===== src/rtl/core/qlu_pkg.sv =====
`default_nettype none

package qlu_pkg;

   typedef enum logic [2:0] {
      MODE_SKIP = 3'd0,
      MODE_BODY = 3'd1,
      MODE_ESC  = 3'd2,
      MODE_HEX  = 3'd3,
      MODE_DONE = 3'd4
   } mode_type;

   localparam logic [1:0] KIND_BYTE = 2'd0;
   localparam logic [1:0] KIND_OK   = 2'd1;
   localparam logic [1:0] KIND_BAD  = 2'd2;

   localparam logic [7:0] CHAR_QUOTE = 8'h22;
   localparam logic [7:0] CHAR_BSLASH = 8'h5c;
   localparam logic [7:0] CHAR_SPACE = 8'h20;
   localparam logic [7:0] CHAR_TAB = 8'h09;

   localparam logic [31:0] CP_MAX1 = 32'h7f;
   localparam logic [31:0] CP_MAX2 = 32'h7ff;
   localparam logic [31:0] CP_MAX3 = 32'hffff;
   localparam logic [31:0] CP_MAX4 = 32'h10ffff;
   localparam logic [7:0] LEAD2 = 8'hc0;
   localparam logic [7:0] LEAD3 = 8'he0;
   localparam logic [7:0] LEAD4 = 8'hf0;
   localparam logic [7:0] CONT = 8'h80;
   localparam logic [5:0] CONT_MASK = 6'h3f;

   // Work for the back end that one request produces: up to four data
   // bytes followed by an optional status result.
   typedef struct packed {
      logic [3:0][7:0] bytes;
      logic [2:0]      nbytes;
      logic            has_status;
      logic [1:0]      status;
   } job_type;

endpackage

`default_nettype wire


===== src/rtl/core/quoted_literal_unescape_utf8.sv =====
// Path: a request's results are written into the queue when the request is taken, then
// loaded into the back-end job register once it is free, and only then offered.
// Throughput: one request per cycle while each request yields at most one result and
// the output is not stalled; results beyond that wait in the two-entry queue between
// parser and output, which absorbs the difference before the input stalls.
// Reset is synchronous and active high; it empties the queue and returns the parser
// to the state before the opening quote.
`default_nettype none

module quoted_literal_unescape_utf8 (
   input  wire logic       clock,
   input  wire logic       reset,
   input  wire logic       req_tvalid,
   output logic            req_tready,
   input  wire logic [7:0] req_tdata,   // [7:0] in_byte
   input  wire logic       req_tlast,
   output logic            rsp_tvalid,
   input  wire logic       rsp_tready,
   output logic [7:0]      rsp_tdata,   // [7:0] out_byte
   output logic [1:0]      rsp_tuser,   // [1:0] out_kind
   output logic            rsp_tlast
);

   qlu_pkg::job_type push_job, head_job;
   logic push, pop, has_space, not_empty, accept;

   assign req_tready = has_space;
   assign accept = req_tvalid && has_space;

   qlu_front u_front (
      .clock    (clock),
      .reset    (reset),
      .accept   (accept),
      .in_byte  (req_tdata),
      .line_end (req_tlast),
      .job      (push_job),
      .job_push (push)
   );

   qlu_queue u_queue (
      .clock     (clock),
      .reset     (reset),
      .push      (push),
      .push_job  (push_job),
      .has_space (has_space),
      .pop       (pop),
      .not_empty (not_empty),
      .head_job  (head_job)
   );

   qlu_back u_back (
      .clock      (clock),
      .reset      (reset),
      .job_valid  (not_empty),
      .job        (head_job),
      .job_pop    (pop),
      .rsp_tvalid (rsp_tvalid),
      .rsp_tready (rsp_tready),
      .rsp_tdata  (rsp_tdata),
      .rsp_tuser  (rsp_tuser),
      .rsp_tlast  (rsp_tlast)
   );

endmodule

`default_nettype wire


===== src/rtl/core/qlu_front.sv =====
`default_nettype none

module qlu_front (
   input  wire logic             clock,
   input  wire logic             reset,
   input  wire logic             accept,
   input  wire logic [7:0]       in_byte,
   input  wire logic             line_end,
   output qlu_pkg::job_type      job,
   output logic                  job_push
);

   qlu_pkg::mode_type mode_ff, mode_in;
   logic [3:0]  hex_ff, hex_in;
   logic [31:0] acc_ff, acc_in;
   logic [3:0]  nib;
   logic        nib_ok;
   logic [31:0] acc_shift;
   logic [3:0]  hex_dec;
   qlu_pkg::job_type j;

   always_comb begin
      nib = 4'd0;
      nib_ok = 1'b1;
      if (in_byte >= 8'h30 && in_byte <= 8'h39) begin
         nib = 4'(in_byte - 8'h30);
      end else if (in_byte >= 8'h61 && in_byte <= 8'h66) begin
         nib = 4'(in_byte - 8'h57);
      end else if (in_byte >= 8'h41 && in_byte <= 8'h46) begin
         nib = 4'(in_byte - 8'h37);
      end else begin
         nib_ok = 1'b0;
      end
   end

   assign acc_shift = {acc_ff[27:0], nib};
   assign hex_dec = hex_ff - 4'd1;

   always_comb begin
      mode_in = mode_ff;
      hex_in = hex_ff;
      acc_in = acc_ff;
      j = '0;
      unique case (mode_ff)
         qlu_pkg::MODE_SKIP: begin
            if (in_byte == qlu_pkg::CHAR_QUOTE) begin
               mode_in = qlu_pkg::MODE_BODY;
            end else if (in_byte != qlu_pkg::CHAR_SPACE && in_byte != qlu_pkg::CHAR_TAB) begin
               j.has_status = 1'b1;
               j.status = qlu_pkg::KIND_BAD;
               mode_in = qlu_pkg::MODE_DONE;
            end
         end
         qlu_pkg::MODE_BODY: begin
            if (in_byte == qlu_pkg::CHAR_QUOTE) begin
               j.has_status = 1'b1;
               j.status = qlu_pkg::KIND_OK;
               mode_in = qlu_pkg::MODE_DONE;
            end else if (in_byte == qlu_pkg::CHAR_BSLASH) begin
               mode_in = qlu_pkg::MODE_ESC;
            end else begin
               j.bytes[0] = in_byte;
               j.nbytes = 3'd1;
            end
         end
         qlu_pkg::MODE_ESC: begin
            mode_in = qlu_pkg::MODE_BODY;
            j.nbytes = 3'd1;
            unique case (in_byte)
               8'h74: j.bytes[0] = 8'h09;
               8'h62: j.bytes[0] = 8'h08;
               8'h6e: j.bytes[0] = 8'h0a;
               8'h72: j.bytes[0] = 8'h0d;
               8'h66: j.bytes[0] = 8'h0c;
               8'h75, 8'h55: begin
                  j.nbytes = 3'd0;
                  hex_in = (in_byte == 8'h75) ? 4'd4 : 4'd8;
                  acc_in = 32'd0;
                  mode_in = qlu_pkg::MODE_HEX;
               end
               default: j.bytes[0] = in_byte;
            endcase
         end
         qlu_pkg::MODE_HEX: begin
            if (!nib_ok) begin
               j.has_status = 1'b1;
               j.status = qlu_pkg::KIND_BAD;
               mode_in = qlu_pkg::MODE_DONE;
            end else begin
               acc_in = acc_shift;
               hex_in = hex_dec;
               if (hex_dec == 4'd0) begin
                  mode_in = qlu_pkg::MODE_BODY;
                  if (acc_shift <= qlu_pkg::CP_MAX1) begin
                     j.bytes[0] = acc_shift[7:0];
                     j.nbytes = 3'd1;
                  end else if (acc_shift <= qlu_pkg::CP_MAX2) begin
                     j.bytes[0] = qlu_pkg::LEAD2 | {3'd0, acc_shift[10:6]};
                     j.bytes[1] = qlu_pkg::CONT | {2'd0, acc_shift[5:0] & qlu_pkg::CONT_MASK};
                     j.nbytes = 3'd2;
                  end else if (acc_shift <= qlu_pkg::CP_MAX3) begin
                     j.bytes[0] = qlu_pkg::LEAD3 | {4'd0, acc_shift[15:12]};
                     j.bytes[1] = qlu_pkg::CONT | {2'd0, acc_shift[11:6]};
                     j.bytes[2] = qlu_pkg::CONT | {2'd0, acc_shift[5:0]};
                     j.nbytes = 3'd3;
                  end else if (acc_shift <= qlu_pkg::CP_MAX4) begin
                     j.bytes[0] = qlu_pkg::LEAD4 | {5'd0, acc_shift[20:18]};
                     j.bytes[1] = qlu_pkg::CONT | {2'd0, acc_shift[17:12]};
                     j.bytes[2] = qlu_pkg::CONT | {2'd0, acc_shift[11:6]};
                     j.bytes[3] = qlu_pkg::CONT | {2'd0, acc_shift[5:0]};
                     j.nbytes = 3'd4;
                  end
               end
            end
         end
         default: begin
         end
      endcase
      if (line_end) begin
         if (mode_in != qlu_pkg::MODE_DONE) begin
            j.has_status = 1'b1;
            j.status = qlu_pkg::KIND_BAD;
         end
         mode_in = qlu_pkg::MODE_SKIP;
         hex_in = 4'd0;
         acc_in = 32'd0;
      end
   end

   always_ff @(posedge clock) begin
      if (reset) begin
         mode_ff <= qlu_pkg::MODE_SKIP;
         hex_ff <= 4'd0;
         acc_ff <= 32'd0;
      end else if (accept) begin
         mode_ff <= mode_in;
         hex_ff <= hex_in;
         acc_ff <= acc_in;
      end
   end

   assign job = j;
   assign job_push = accept && (j.has_status || j.nbytes != 3'd0);

endmodule

`default_nettype wire


===== src/rtl/core/qlu_queue.sv =====
`default_nettype none

module qlu_queue (
   input  wire logic             clock,
   input  wire logic             reset,
   input  wire logic             push,
   input  wire qlu_pkg::job_type push_job,
   output logic                  has_space,
   input  wire logic             pop,
   output logic                  not_empty,
   output qlu_pkg::job_type      head_job
);

   qlu_pkg::job_type slot_ff [2];
   logic       wr_ff, rd_ff;
   logic [1:0] count_ff;

   always_ff @(posedge clock) begin
      if (push) begin
         slot_ff[wr_ff] <= push_job;
      end
   end

   always_ff @(posedge clock) begin
      if (reset) begin
         wr_ff <= 1'b0;
         rd_ff <= 1'b0;
         count_ff <= 2'd0;
      end else begin
         if (push) begin
            wr_ff <= ~wr_ff;
         end
         if (pop) begin
            rd_ff <= ~rd_ff;
         end
         count_ff <= count_ff + {1'b0, push} - {1'b0, pop};
      end
   end

   assign has_space = count_ff != 2'd2;
   assign not_empty = count_ff != 2'd0;
   assign head_job = slot_ff[rd_ff];

endmodule

`default_nettype wire


===== src/rtl/core/qlu_back.sv =====
`default_nettype none

module qlu_back (
   input  wire logic             clock,
   input  wire logic             reset,
   input  wire logic             job_valid,
   input  wire qlu_pkg::job_type job,
   output logic                  job_pop,
   output logic                  rsp_tvalid,
   input  wire logic             rsp_tready,
   output logic [7:0]            rsp_tdata,
   output logic [1:0]            rsp_tuser,
   output logic                  rsp_tlast
);

   qlu_pkg::job_type job_ff;
   logic       busy_ff;
   logic [2:0] idx_ff;
   logic [2:0] total;
   logic       done;
   logic       load;

   assign total = job_ff.nbytes + {2'd0, job_ff.has_status};
   assign rsp_tlast = idx_ff == total - 3'd1;
   assign done = busy_ff && rsp_tready && rsp_tlast;
   assign load = job_valid && (!busy_ff || done);
   assign job_pop = load;
   assign rsp_tvalid = busy_ff;

   always_comb begin
      if (idx_ff < job_ff.nbytes) begin
         rsp_tdata = job_ff.bytes[idx_ff[1:0]];
         rsp_tuser = qlu_pkg::KIND_BYTE;
      end else begin
         rsp_tdata = 8'd0;
         rsp_tuser = job_ff.status;
      end
   end

   always_ff @(posedge clock) begin
      if (load) begin
         job_ff <= job;
      end
   end

   always_ff @(posedge clock) begin
      if (reset) begin
         busy_ff <= 1'b0;
         idx_ff <= 3'd0;
      end else if (load) begin
         busy_ff <= 1'b1;
         idx_ff <= 3'd0;
      end else if (done) begin
         busy_ff <= 1'b0;
         idx_ff <= 3'd0;
      end else if (busy_ff && rsp_tready) begin
         idx_ff <= idx_ff + 3'd1;
      end
   end

endmodule

`default_nettype wire


===== config.mk =====
export PLATFORM = sky130hd
export DESIGN_NAME = quoted_literal_unescape_utf8
export DESIGN_NICKNAME = d
export VERILOG_FILES = /design/src/rtl/core/qlu_pkg.sv /design/src/rtl/core/quoted_literal_unescape_utf8.sv /design/src/rtl/core/qlu_front.sv /design/src/rtl/core/qlu_queue.sv /design/src/rtl/core/qlu_back.sv
export SDC_FILE = /design/constraint.sdc
export NUM_CORES = 1
export LEC_CHECK = 0
export BUFFER_PORTS_ARGS = -buffer_cell sky130_fd_sc_hd__buf_4
export CORE_ASPECT_RATIO = 1.25
export CORE_MARGIN = 1
export CORE_UTILIZATION = 30
export CTS_CLUSTER_SIZE = 8
export DETAILED_ROUTE_END_ITERATION = 8
export SLEW_MARGIN = 0
export SYNTH_ARGS = -nofsm -noshare
export SYNTH_HDL_FRONTEND = slang
export SYNTH_SLANG_ARGS = --single-unit

===== constraint.sdc =====
create_clock -name clock -period 6.8 [get_ports clock]
set_clock_uncertainty 0.1 [all_clocks]
set_input_delay 1.36 -clock clock [delete_from_list [all_inputs] [get_ports clock]]
set_output_delay 1.36 -clock clock [all_outputs]
set_load 0.01 [all_outputs]

Word level (Yosys, flattened, before mapping). Memory sizes are Yosys's and may differ from the RTL's. A register that Yosys moved wholly into a read port is not among the register bits. Cells that the tools add are included. W data, S select, Z words.

Add/sub/neg operators: 9. Magnitude comparators: 12. Eq/ne operators: 19. Muxes and demuxes: 60. Bitwise gates (word level): 2. Reductions and logical operators: 21.

Operators with widths (count): $mux W35 (9); $mux W28 (3); $eq A8 B7 Y1 const B (8); $pmux W28 S2 (1); $mux W24 (2); $pmux W8 S6 (1); $mux W3 (13); $mux W11 (3); $pmux W11 S3 (1); $le A32 B11 Y1 const B (1); $le A32 B16 Y1 const B (1); $le A32 B21 Y1 const B (1); $le A32 B7 Y1 const B (1); $mux W4 (7); $mux W27 (1); $mux W8 (3); $mux W19 (1); $bmux W8 S2 (1); $ge A8 B7 Y1 const B (2); $le A8 B7 Y1 const B (2); $mux W16 (1); $pmux W3 S4 (1); $logic_and A1 B1 Y1 (9); $pmux W3 S3 (1); 33 further kinds (49).

Flip-flop bits (word level): 43. Bits in writable memories: 76. Input bits: 13. Output and inout bits: 13. Memories kept: 1.

Memories: u_queue.slot_ff (words 2, width 38, read ports 1, clocked after Yosys merged registers in 1, wr ports 1, RTL line qlu_queue.sv:14) `qlu_pkg::job_type slot_ff [2];`.

Depth between registers and ports, before layout.
Depth after elaboration: 24. Depth in mapped cells: 13. Mapped depth without buffers: 13.

Cells and area by module. Synthesis repeated with hierarchy kept, for this count alone.

Cells, all modules: 596. Area total of the unflattened synthesis: 7453.4 sq um.

Modules (own cells, without submodules): qlu_queue (instances 1, cells an instance 139, area each 3040.4 sq um, seq. area each 2382.3 sq um); qlu_front (instances 1, cells an instance 358, area each 2656.3 sq um, seq. area each 700.7 sq um); qlu_back (instances 1, cells an instance 98, area each 1750.4 sq um, seq. area each 1221.2 sq um); quoted_literal_unescape_utf8 (instances 1, cells an instance 1, area each 6.3 sq um, seq. area each 0.0 sq um).

Worst setup path before layout. OpenSTA, ideal clock, no wires.

Path type: input-to-reg. From: input req_tdata[6]. To: memory u_queue.slot_ff[0][0] in the netlist's numbering, enable pin. Setup time: 0.431 ns. Arrival time: 4.584 ns. Required time: 6.269 ns. Slack: 1.684 ns. Stages on the path: 7. Path buffers: 1. Cells stage by stage: buf_4 > or4b_4 > or3b_4 > a21oi_1 > a31o_2 > o21a_1 > nor2b_1.

Word-level cells in the longest chain between the ends: 24. Elaborated cells between the ends (all ways): 63.

RTL lines: start, declared (RTL line quoted_literal_unescape_utf8.sv:15) `input wire logic [7:0] req_tdata,`; $ge A8 B7 Y1 or $le A8 B7 Y1 (tied branches) (RTL line qlu_front.sv:29) `end else if (in_byte >= 8'h41 && in_byte <= 8'h46) begin`; $logic_and A1 B1 Y1 (RTL line qlu_front.sv:29); $mux W4 (RTL line qlu_front.sv:29); $mux W4 (RTL line qlu_front.sv:27) `end else if (in_byte >= 8'h61 && in_byte <= 8'h66) begin`; $mux W4 (RTL line qlu_front.sv:25) `if (in_byte >= 8'h30 && in_byte <= 8'h39) begin`; $le A32 B21 Y1 (RTL line qlu_front.sv:106) `end else if (acc_shift <= qlu_pkg::CP_MAX4) begin`; $mux W35 (RTL line qlu_front.sv:106); $mux W35 (RTL line qlu_front.sv:101) `end else if (acc_shift <= qlu_pkg::CP_MAX3) begin`; (+8 left out); $mux W35 (RTL line qlu_front.sv:92) `if (hex_dec == 4'd0) begin`; $mux W35 (RTL line qlu_front.sv:85) `if (!nib_ok) begin`; $pmux W11 S3 (RTL line qlu_front.sv:44) `unique case (mode_ff)`; $reduce_bool A3 Y1 (RTL line qlu_front.sv:143) `assign job_push = accept && (j.has_status || j.nbytes != 3'd0);`; $logic_or A1 B1 Y1 * (RTL line qlu_front.sv:143); $logic_and A1 B1 Y1 * (RTL line qlu_front.sv:143); $mux W1 * (RTL line qlu_queue.sv:19) `if (push) begin`; $mux W1 (implied by the code) * (RTL line qlu_queue.sv:20) `slot_ff[wr_ff] <= push_job;`; end, declared (RTL line qlu_queue.sv:14).

Mark *: on every way between the ends. The rest lies on a longest branch, timed or not. The select of a mux whose other input is x is not followed.

Worst setup path after layout.
From: input req_tdata[0]. To: memory u_queue.slot_ff[0][22] in the netlist's numbering, enable pin.

Same word-level chain as after synthesis.

==> results.cfg <==
[outcome]
status = finished, final reports clean

[yosys]
synth_fp_nets = 609
yosys_warnings = 0
synth_top_area_share_pct = 45.5
synth_compound_area_share_pct = 12.8
muxShareOfSynthArea_pct = 8.13
synth.yosys.seq_area_share_pct = 58.0
synth-adder-area-share_pct = 2.35
synth_area_um2 = 6920
synthCells = 583
ys_async_sr_fraction_pct = 0
synth_xor_xnor_area_share_pct = 2.11
synthSimpleGateAreaFrac_pct = 13.8
synth_area_leaders = edfxtp_1, dfxtp_1, mux2_2, nor2_1, a22oi_1
synth_top_family_by_area = simple AND/OR/NAND/NOR gates
avgSynthCellArea_um2 = 11.9
synth_edf_count = 105
synth.distinct_cells = 61
ys.flop_type = edfxtp_1
synth_top_area_cell = edfxtp_1
ys_ff_latch = 148

[clock_tree]
clockBufferDepth = 2
clk_pin_slew_worst_paths_ns = 0.06
cts_setup_buffers = 0
numCtsBuffers = 17
clk_latency_ns = 0.41
cts_tree = yes
hold_buffers = 0
cts_resized = 0
htreeDepth = 4
root_buffer = clkbuf_16
clkSinkCount = 148

[critical_path]
r2r_start = u_front.acc_ff[15]$_SDFFE_PP0P_
end_kind = flip-flop
cp-start-kind = input pin
cpMaxStageDelayCell = nor2b_4
crit_fanout = 35
worstSetupEndpoint = u_queue.slot_ff[0][22]$_DFFE_PP_
slowest_delay_ns = 0.83
path_cells = buf_4, inv_1, ha_1, o21bai_1, a2111o_1, a21oi_1, a31o_2, o21a_1, nor2b_4
crit_start = req_tdata[0]
required_ns = 6.73
worstReg2RegEnd = u_queue.slot_ff[0][22]$_DFFE_PP_
rr_worst_depth = 5
crit_type = input pin to flip-flop
cp.arrival_ns = 4.23
r2r_setup_slack_ns = 3.29

[route]
antenna_left = 0
first_pass_iters = 5
drtIter0Drc = 426
drt-total-wl_mm = 15.5
post_drt_via_cell_ratio = 5.20
wire_per_inst_um = 17.3
drc = 0
vias = 4673

[floorplanning]
io_pins = 26
core_area_um2 = 22400
die_h_um = 172
initial_core_util_pct = 30.9
die_area_um2 = 23700
die_w_um = 138
rows = 61

[final_layout]
final_common_cell = edfxtp_1
mostFrequentLayoutCells = edfxtp_1, nor2_1, dfxtp_1
nets = 628
final_core_util_pct = 35.8
area_growth_pct = 15.9
n_antenna_cell = 0
fin_area_um2 = 8030
drive_above_1_share_pct = 18.0

[placement]
dp_hpwl_mm = 10.8
gp_congestion = 0.923
postPlaceCellArea_um2 = 7390
io_buffer_count = 25
pre_cts_ws_ns = 2.05

[global_route]
grt_usage_pct = 13.8
overflow = 0
grt_pass1_vias = 4460
grt_max_degree = 42
grt_antenna_before_repair = 0
grt_pass1_wl_mm = 24.4

[timing]
fin_crit_ns = 4.30
worstMarginPinSlew_ns = 1.07
fin_crit_sh_pct = 63.3
finalSetupViolCount = 0
relSlewSlack_pct = 26.8
finalSetupTns_ns = 0
final.setup.worst_slack_ns = 2.50
finalHoldViolCount = 0
timing.fmax_mhz = 232
slew_viol_final = 0
rsz0062_at_grt = no

[power]
leakagePower_nw = 2.75
peakVddDrop_mv = 0.136
powerDensity_nw_per_um2 = 352

[run]
cap_violations = 0

[worst_hold_path]
hp-class = flip-flop to flip-flop
-- kinds of logic (layout without fill, tap and decap cells) --
group / count (synthesis) / after routing
AOI/OAI and AO/OA: 127 / 127
DFF: 148 / 148
adders and majority gates: 13 / 13
xor gates and xnor gates: 15 / 15
buffers and inverters: 47 / 79
and+or+nand+nor: 190 / 190
muxes: 43 / 43
-- cells in the mapped netlist, drive strengths merged, types with 4 or more instances --
cell type and count:
edfxtp 105, nor2 69, dfxtp 43, mux2 36, nand2 32, a22oi 30
o21ai 28, clkbuf 21, a21oi 20, inv 16, nand3 16, ha 13
nor3 13, nor2b 11, buf 10, xnor2 9, and2 7, mux4 7
a211oi 6, nand2b 6, nor3b 6, nor4 6, a21o 5, nand3b 5
xor2 5, a2bb2oi 4, or4 4
-- layout make-up --
class	instances	area, um^2
fillers	2214	14400
clock buffers	19	433
well taps	283	354
clock inverters	13	205
flip-flops and latches	148	4010
inverters	16	60.1
repair buffers	31	233
multi-input cells	388	2730
-- per-stage QoR --
step | hold slack, ns | total power, W | std cells
floorplan | 0.332 | 0.00165 | 583
CTS | 0.364 | 0.00287 | 898
detailed placement | 0.352 | 0.00185 | 866
finish | 0.357 | 0.00283 | 898
global route | 0.393 | 0.00296 | 898
global placement | 0.341 | 0.00184 | 866
-- worst min-delay path by stage --
stage                                               from                              to  slack (ns)  cells after the start
after global placement    u_front.hex_ff[3]$_SDFFE_PP0P_  u_front.hex_ff[3]$_SDFFE_PP0P_        0.34                      2
after global routing      u_front.hex_ff[3]$_SDFFE_PP0P_  u_front.hex_ff[3]$_SDFFE_PP0P_        0.39                      2
after detailed placement  u_front.hex_ff[3]$_SDFFE_PP0P_  u_front.hex_ff[3]$_SDFFE_PP0P_        0.35                      2
after CTS                 u_front.hex_ff[3]$_SDFFE_PP0P_  u_front.hex_ff[3]$_SDFFE_PP0P_        0.36                      2
after floorplan           u_front.hex_ff[3]$_SDFFE_PP0P_  u_front.hex_ff[3]$_SDFFE_PP0P_        0.33                      2
final                     u_front.hex_ff[3]$_SDFFE_PP0P_  u_front.hex_ff[3]$_SDFFE_PP0P_        0.36                      2
-- report_power, final --
| part | switching, W | leakage (nW) | internal, W | total (W) |
|---|---|---|---|---|
| clock | 0.000360 | 0.307 | 0.000651 | 0.00101 |
| sequential | 0.0000630 | 1.32 | 0.00120 | 0.00126 |
| combinational | 0.000304 | 1.13 | 0.000254 | 0.000558 |
| total | 0.000727 | 2.75 | 0.00210 | 0.00283 |
-- routing by layer --
| layer | global-route usage [%] | routed length (um) | part of all wire, % |
|---|---|---|---|
| met4 | 5.48 | 274 | 1.8 |
| met2 | 23.6 | 8000 | 51 |
| met1 | 17.0 | 6700 | 43 |
| met3 | 2.55 | 570 | 3.7 |
| met5 | 0 | 0 | 0 |
-- critical path: cells and delay by family --
| kind | cells | cell delay (ns) |
|---|---|---|
| simple gates | 1 | 0.83 |
| compound gates | 5 | 1.48 |
| fa+ha+maj | 1 | 0.28 |
| buf+inv | 2 | 0.24 |
-- registers in the layout (all words and copies together), names as in the netlist --
signal and flops:
u_back.idx_ff 3, u_back.job_ff 35, u_back.rsp_tvalid 1, u_front.acc_ff 28, u_front.hex_ff 4, u_front.mode_ff 3, u_queue.count_ff 2, u_queue.rd_ff 1
u_queue.slot_ff 70, u_queue.wr_ff 1
No activity file was read; power rests on OpenSTA's default activity.
